`src/rtl/mmbr_pkg.sv`:
```
// Package for the matrix multiply with bias and ReLU block.
// Holds request, token and cell control types, function and register codes, and the output saturation with ReLU.
// No dependencies.
`default_nettype none

package mmbr_pkg;

  localparam int OPERAND_W = 16;
  localparam int PROD_W    = 2 * OPERAND_W;
  localparam int ACC_W     = 48;
  localparam int RES_W     = 32;
  localparam int BIAS_W    = 32;
  localparam int CFG_IDX_W = 3;
  localparam int CFG_DATA_W = 16;

  localparam logic [1:0] FUNC_WEIGHT = 2'd0;
  localparam logic [1:0] FUNC_BIAS   = 2'd1;
  localparam logic [1:0] FUNC_STREAM = 2'd2;

  localparam logic [CFG_IDX_W-1:0] CFG_ROWS_USED   = 3'd0;
  localparam logic [CFG_IDX_W-1:0] CFG_DEPTH_USED  = 3'd1;
  localparam logic [CFG_IDX_W-1:0] CFG_COLS_USED   = 3'd2;
  localparam logic [CFG_IDX_W-1:0] CFG_ADD_BIAS    = 3'd3;
  localparam logic [CFG_IDX_W-1:0] CFG_RELU_ENABLE = 3'd4;

  typedef struct packed {
    logic [1:0]                  func;
    logic [3:0]                  row_index;
    logic [5:0]                  depth_index;
    logic signed [OPERAND_W-1:0] operand;
    logic signed [BIAS_W-1:0]    bias_value;
  } in_req_t;

  typedef struct packed {
    logic signed [RES_W-1:0] result_value;
    logic [3:0]              result_row;
    logic [15:0]             result_col;
    logic                    last_of_column;
    logic                    last_of_matrix;
  } out_req_t;

  typedef struct packed {
    logic                        vld;
    logic [1:0]                  func;
    logic [3:0]                  row;
    logic [5:0]                  dep;
    logic signed [OPERAND_W-1:0] opnd;
    logic signed [BIAS_W-1:0]    bias;
    logic                        first;
    logic                        last;
  } tok_t;

  typedef struct packed {
    logic add_bias;
    logic relu_enable;
    logic shift;
  } cell_ctrl_t;

  function automatic logic signed [RES_W-1:0] sat_relu(input logic [ACC_W-1:0] acc,
                                                       input logic relu);
    logic [ACC_W-RES_W:0]    top;
    logic signed [RES_W-1:0] v;
    top = acc[ACC_W-1:RES_W-1];
    if ((top == '0) || (top == '1)) begin
      v = acc[RES_W-1:0];
    end else if (acc[ACC_W-1]) begin
      v = {1'b1, {(RES_W-1){1'b0}}};
    end else begin
      v = {1'b0, {(RES_W-1){1'b1}}};
    end
    if (relu && v[RES_W-1]) begin
      v = '0;
    end
    return v;
  endfunction

endpackage

`default_nettype wire

```
`src/rtl/mmbr_cell.sv`:
```
// One multiply-accumulate cell of the row chain: weights and bias of one row, its accumulator.
// Passes requests to the next cell each cycle and shifts results toward row zero.
// Depends on mmbr_pkg.
`default_nettype none

module mmbr_cell import mmbr_pkg::*; #(
  parameter int CELL_IDX  = 0,
  parameter int MAX_DEPTH = 64
) (
  input  wire logic                    clk,
  input  wire logic                    rst_n,
  input  wire tok_t                    tok_in,
  output tok_t                         tok_out,
  input  wire logic                    row_en,
  input  wire cell_ctrl_t              ctrl,
  input  wire logic signed [RES_W-1:0] res_in,
  output logic signed [RES_W-1:0]      res_out,
  output logic                         cap
);

  localparam int DAW = (MAX_DEPTH > 1) ? $clog2(MAX_DEPTH) : 1;
  localparam logic [6:0] IDX = 7'(CELL_IDX);

  logic [OPERAND_W-1:0]        wmem_r [MAX_DEPTH];
  logic signed [OPERAND_W-1:0] rdata_r;
  logic signed [BIAS_W-1:0]    bias_r;

  logic [DAW-1:0] addr;
  logic           row_hit;
  logic           is_w;
  logic           is_b;
  logic           is_s;

  tok_t                     tok_r;
  logic                     s1_act_r;
  logic signed [BIAS_W-1:0] s1_init_r;

  logic signed [PROD_W-1:0] prod_r;
  logic                     s2_act_r;
  logic                     s2_first_r;
  logic                     s2_last_r;
  logic signed [BIAS_W-1:0] s2_init_r;

  logic [ACC_W-1:0] acc_r;
  logic [ACC_W-1:0] acc_nxt;
  logic             fin_r;

  logic signed [RES_W-1:0] res_r;
  logic                    cap_r;

  assign addr    = DAW'(tok_in.dep);
  assign row_hit = ({3'b000, tok_in.row} == IDX);
  assign is_w    = tok_in.vld && (tok_in.func == FUNC_WEIGHT) && row_hit;
  assign is_b    = tok_in.vld && (tok_in.func == FUNC_BIAS) && row_hit;
  assign is_s    = tok_in.vld && (tok_in.func == FUNC_STREAM) && row_en;

  always_ff @(posedge clk) begin
    if (is_w) begin
      wmem_r[addr] <= tok_in.opnd;
    end
    if (is_s) begin
      rdata_r <= wmem_r[addr];
    end
  end

  always_ff @(posedge clk) begin
    if (is_b) begin
      bias_r <= tok_in.bias;
    end
    tok_r.func  <= tok_in.func;
    tok_r.row   <= tok_in.row;
    tok_r.dep   <= tok_in.dep;
    tok_r.opnd  <= tok_in.opnd;
    tok_r.bias  <= tok_in.bias;
    tok_r.first <= tok_in.first;
    tok_r.last  <= tok_in.last;
    s1_init_r   <= ctrl.add_bias ? bias_r : '0;
    prod_r      <= rdata_r * tok_r.opnd;
    s2_first_r  <= tok_r.first;
    s2_last_r   <= tok_r.last;
    s2_init_r   <= s1_init_r;
    if (fin_r) begin
      res_r <= sat_relu(acc_r, ctrl.relu_enable);
    end else if (ctrl.shift) begin
      res_r <= res_in;
    end
  end

  always_comb begin
    acc_nxt = (s2_first_r ? {{(ACC_W-BIAS_W){s2_init_r[BIAS_W-1]}}, s2_init_r} : acc_r)
            + {{(ACC_W-PROD_W){prod_r[PROD_W-1]}}, prod_r};
  end

  always_ff @(posedge clk) begin
    if (!rst_n) begin
      tok_r.vld <= 1'b0;
      s1_act_r  <= 1'b0;
      s2_act_r  <= 1'b0;
      fin_r     <= 1'b0;
      cap_r     <= 1'b0;
      acc_r     <= '0;
    end else begin
      tok_r.vld <= tok_in.vld;
      s1_act_r  <= is_s;
      s2_act_r  <= s1_act_r;
      fin_r     <= s2_act_r && s2_last_r;
      cap_r     <= fin_r;
      if (s2_act_r) begin
        acc_r <= acc_nxt;
      end
    end
  end

  assign tok_out = tok_r;
  assign res_out = res_r;
  assign cap     = cap_r;

endmodule

`default_nettype wire

```
`config.mk`:
```
export PLATFORM = sky130hd
export DESIGN_NAME = mmbr_cell
export DESIGN_NICKNAME = d
export VERILOG_FILES = /design/src/rtl/mmbr_pkg.sv /design/src/rtl/mmbr_cell.sv
export SDC_FILE = /design/constraint.sdc
export NUM_CORES = 2
export LEC_CHECK = 0
export BUFFER_PORTS_ARGS = -buffer_cell sky130_fd_sc_hd__buf_2
export CAP_MARGIN = 5
export CORE_ASPECT_RATIO = 1.1
export CORE_MARGIN = 10
export CORE_UTILIZATION = 50
export DETAILED_ROUTE_END_ITERATION = 7
export PLACE_DENSITY_LB_ADDON = 0.2
export RECOVER_POWER = 50
export SLEW_MARGIN = 20
export SYNTH_ARGS = -nofsm -noshare
export SYNTH_HDL_FRONTEND = slang
export SYNTH_SLANG_ARGS = --single-unit
```
`constraint.sdc`:
```
create_clock -name clk -period 16.7 [get_ports clk]
set_input_delay 0.835 -clock clk [delete_from_list [all_inputs] [get_ports clk]]
set_output_delay 0.835 -clock clk [all_outputs]
set_load 0.05 [all_outputs]
```
# After elaboration in Yosys (flattened, before gate mapping)
# Memory sizes are Yosys's and may differ from the RTL's. A register that Yosys moved wholly into a read port is not among the register bits.
# Index checks and enable logic that the tools add are counted.
# op_classes
n_mul	1
muxes	9
div_mod_pow	0
reduce_logical	13
n_lt_le_gt_ge	0
n_eq_ne	3
shifts	0
n_bitwise	0
n_addsub	1
# op_table
cell	count
$mux 32	6
$add 48x48->48	1
$mux 48	1
$mul 16x16->32	1
$eq 17x17->1 const B	1
$logic_not 17->1	1
$logic_and 1x1->1	8
$logic_not 4->1	1
$eq 2x1->1 const B	1
$eq 2x2->1 const B	1
$logic_not 2->1	1
$mux 1	2
$reduce_bool 2->1	1
$logic_or 1x1->1	1
# totals
romBits	0
output_inout_bits	96
ramBits	1024
latchBits	0
word_cells	48
input_bits	101
mem_count	1
regBits	277
# memory_table
memory	words	word_bits	read_ports	rd_clocked_by_memory_dff	wr	line	text
wmem_r	64	16	1	1	1	mmbr_cell.sv:24	logic [OPERAND_W-1:0] wmem_r [MAX_DEPTH];

# Logic depth before layout (Yosys ltp)
# depth
depth_word	7
mapped_depth	25

# Worst setup path after synthesis
# OpenSTA, ideal clock, no wires.
# synth_path
path_kind	flip-flop to flip-flop
startpoint	register tok_r, in the netlist tok_out[35]
endpoint	register prod_r[30]
setup_time_ps	72
setup_slack_ps	10430
period_less_slack_ps	6270
t_required_ps	16628
path_stages_with_launch	22
arrival_ps	6198
path_cell_list	dfxtp_1 -> clkbuf_1 -> nand2_1 -> inv_1 -> fa_1 -> fa_1 -> inv_1 -> fa_1 -> fa_1 -> inv_1 -> fa_1 -> inv_1 -> fa_1 -> inv_1 -> ha_1 -> o21a_1 -> o21ai_0 -> a31oi_1 -> or4_1 -> a31o_1 -> a21oi_2 -> xnor2_1
# synth_via
elab_chain_len	1
# synth_lines
element	line	text
start, declared	mmbr_cell.sv:34	tok_t tok_r;
$mul 16x16->32	mmbr_cell.sv:78	prod_r <= rdata_r * tok_r.opnd;
end signal, assigned	mmbr_cell.sv:78	
end, declared	mmbr_cell.sv:38	logic signed [PROD_W-1:0] prod_r;
# No other way between the ends.
# A chain may end at the register's enable or synchronous reset.

# Final worst setup path
# layout_path
startpoint	register rdata_r[15] (read register of wmem_r)
endpoint	register prod_r[31]
# layout_via
elab_chain_len	1
# layout_lines
element	line	text
start, declared	mmbr_cell.sv:25	logic signed [OPERAND_W-1:0] rdata_r;
$mul 16x16->32	mmbr_cell.sv:78	
# No other way between the ends.

==> flow_summary.yaml <==
routing:
  drc: 0
  wirelength_um: 158000
  dr.pass1.iters: 7
  vias: 35700
  ant_nets: 0
  detail_route.vias_per_cell: 5.98
  post_drt_wl_per_cell_um: 26.4
  drt_iter0_drc: 3433
worst_setup_path:
  cp_num_buf_inv: 3
  crit_top_cell: "fa_1"
  crit_family: "adder cells"
  cp_max_fo: 16
  cp-end-kind: "flop"
  crit_slowest_cell: "fa_1"
  cp.required_ns: 17.34
  critical-path-max-stage-delay_ns: 0.72
  crit_type: "reg2reg"
  critical_path_arrival_ns: 7.25
  cp_cell_sequence: "nand2_1 -> inv_1 -> fa_1 -> inv_1 -> fa_1 -> fa_1 -> fa_1 -> fa_1 -> fa_1 -> inv_1 -> ha_1 -> nand2_1 -> o21ai_0 -> a311oi_1 -> o31ai_1 -> a21oi_1 -> o41ai_1 -> a21o_1 -> a21oi_1 -> xnor2_1"
  critPathLaunchType: "flop"
floorplanning:
  fp.dieW_um: 346
  core_area_sq_um: 116000
  start_util_pct: 50.4
  row_count: 131
  die_h_um: 378
  ioPinCount: 197
  die_area_sq_um: 131000
layout:
  design_area_sq_um: 65500
  antenna_cells: 0
  nets: 4823
  fin_cells: 5967
  num-fill-cells: 9279
  areaGrowthSynthToFinish_pct: 12.2
  multi_input_area_sq_um: 18800
  seqCellArea_sq_um: 37400
  drive_gt1_share_pct: 10.9
  utilization_pct: 56.5
sta:
  slew_viol_final: 1218
  skew_ns: 0.0268
  period_share_pct: 39.6
  fin_setup_tns_ns: 0
  slew_headroom_pct: -138
  setup_violations: 0
  timing.final.hold_violations: 0
  period_minus_slack_ns: 6.61
  hold_ws_ns: 0.176
  clock.fmax_mhz: 151
  worst_pin_slew_ns: 3.57
  rsz0062_at_grt: "false"
global_routing:
  grt_pass1_wl_um: 233000
  antenna_found_initial: 4
  grt_use_total_pct: 23.6
  grt_max_degree: 101
  grt-ovfl-total: 0
  grt_pass1_vias: 35900
yosys:
  yosysSeqAreaShare_pct: 64.1
  ys_ff_latch: 1317
  yosys_warnings: 0
  ys_types: 77
  async_flop_share_pct: 0
  synth-edff-count: 1104
  syn_area_sq_um: 58400
  synthesis.nets: 4599
  syn_avg_cell_area_sq_um: 14.2
  syn_inst: 4106
  synth_ff_type: "edfxtp_1"
cts:
  clockBufferDepth: 3
  cts.sinks: 1317
  cts_root_buffer: "clkbuf_16"
  clk_pin_slew_ns: 0.06
  ctsResizeCount: 0
  cts_buffers: 134
  cts_tree: "built"
  postCtsHoldBufs: 0
  ctsHtreeMaxLevel: 4
  post_cts_buffers: 0
  clk_latency_ns: 0.77
run_status:
  run_status: "complete, but fails checks"
  violations: "capacitance limit, slew limit"
placed_design:
  place_area_sq_um: 61300
  numPortBuffers: 196
  routabilityCongestion: 0.854
  place_inst: 5723
  place_hpwl_um: 97600
pwr:
  ir_drop_mv: 0.116
  seqPwrFrac_pct: 42.8
  powerDensity_nw_per_um2: 132
  power_frac_comb_pct: 23.4
  p_leak_nw: 23.5
  p_int_w: 0.00607
  p_switching_w: 0.00258
  clockPowerShare_pct: 33.8
  switching_share_pct: 29.8
flow_run:
  cap_violations: 19
min_path:
  hp-class: "in2reg"
state kept, by name, summed over array words and instances (netlist names):
signal and cells:
acc_r 48, bias_r 32, cap 1, fin_r 1
prod_r 32, rdata_r 16, res_out 32, s1_act_r 1
s1_init_r 32, s2_act_r 1, s2_first_r 1, s2_init_r 32
s2_last_r 1, tok_out 63, wmem_r 1024
power by group through the flow:
stage / Sequential, W / Combinational [W] / Clock, W
floorplan: 0.00377 / 0.00141 / 0
global placement: 0.00377 / 0.00202 / 0
detailed placement: 0.00377 / 0.00203 / 0
CTS: 0.00370 / 0.00204 / 0.00296
global route: 0.00371 / 0.00225 / 0.00309
finish: 0.00370 / 0.00202 / 0.00292
layout make-up:
type	instances	share of cell area, %
clock buffer	178	5.51
clock inverter	66	1.02
inverter	382	2.19
multi-input combinational	2189	28.6
sequential	1317	57.1
tap	1529	2.92
timing repair buffer	306	2.60
layer usage:
metal	wire length [um]	vias to the layer above	part of all wire, %	track usage, %
li1	-	15800	-	-
met1	61700	18300	39	29.7
met2	79900	1369	51	41.1
met3	10300	254	6.5	3.71
met4	5880	2	3.7	9.01
met5	13	-	0.0082	0
worst reg2reg max path, stage by stage, from the launching register on:
cell and delay (ns):
edfxtp_1 0.60, nand2_1 0.21, inv_1 0.11, fa_1 0.72, inv_1 0.12, fa_1 0.58, fa_1 0.45, fa_1 0.56
fa_1 0.43, fa_1 0.49, inv_1 0.04, ha_1 0.36, nand2_1 0.06, o21ai_0 0.24, a311oi_1 0.11, o31ai_1 0.32
a21oi_1 0.19, o41ai_1 0.51, a21o_1 0.18, a21oi_1 0.07, xnor2_1 0.13
cells by family after synthesis:
| kind of cell | Yosys count | share of synthesized area, % |
|---|---|---|
| AOI/OAI and AO/OA | 984 | 12.2 |
| and+or+nand+nor | 686 | 6.01 |
| adders and majority gates | 392 | 11.8 |
| DFF | 1317 | 64.1 |
| buffers and inverters | 600 | 3.86 |
| muxes | 53 | 0.973 |
| xor gates and xnor gates | 74 | 1.11 |
Yosys cell counts, drive strengths merged (105+ instances only):
cell	n	share of area [%]
ha	129	2.8
nor2	118	0.76
clkbuf	182	1.2
fa	263	9.0
a21oi	106	0.92
and2	163	1.7
a31oi	108	1.2
nand2	195	1.3
dfxtp	213	7.3
a221oi	105	1.6
edfxtp	1104	57
a22oi	307	3.9
inv	382	2.5
path summary, 6_finish.rpt:
path                            startpoint                     to  slack [ns]  cells past startpoint
setup reg to reg     rdata_r[15]$_DFFE_PP_     prod_r[31]$_DFF_P_       10.09                     20
setup / recovery     rdata_r[15]$_DFFE_PP_     prod_r[31]$_DFF_P_       10.09                     20
hold reg to reg   s1_init_r[10]$_SDFF_PN0_  s2_init_r[10]$_DFF_P_        0.31                      0
hold / removal                  tok_in[58]    tok_out[58]$_DFF_P_        0.18                      1
through the flow:
step                      setup slack (ns)  total power (W)
final                                10.09          0.00865
after detailed placement             10.12          0.00579
after floorplan                      10.43          0.00519
after CTS                            10.10          0.00870
after global placement               10.21          0.00578
after global routing                  9.74          0.00904
layout by cell type, fill, tap and decap left out, drive strengths merged, types with 103 or more instances in the layout:
cell type and instances:
buf 236, nor2 118, a221oi 105, fa 263
dfxtp 213, o21ai 103, nand2 195, clkbuf 248
a21oi 106, a31oi 108, inv 390, and2 163
ha 129, a22oi 307, edfxtp 1104, a22o 103
(Power assumes the default switching activity.)
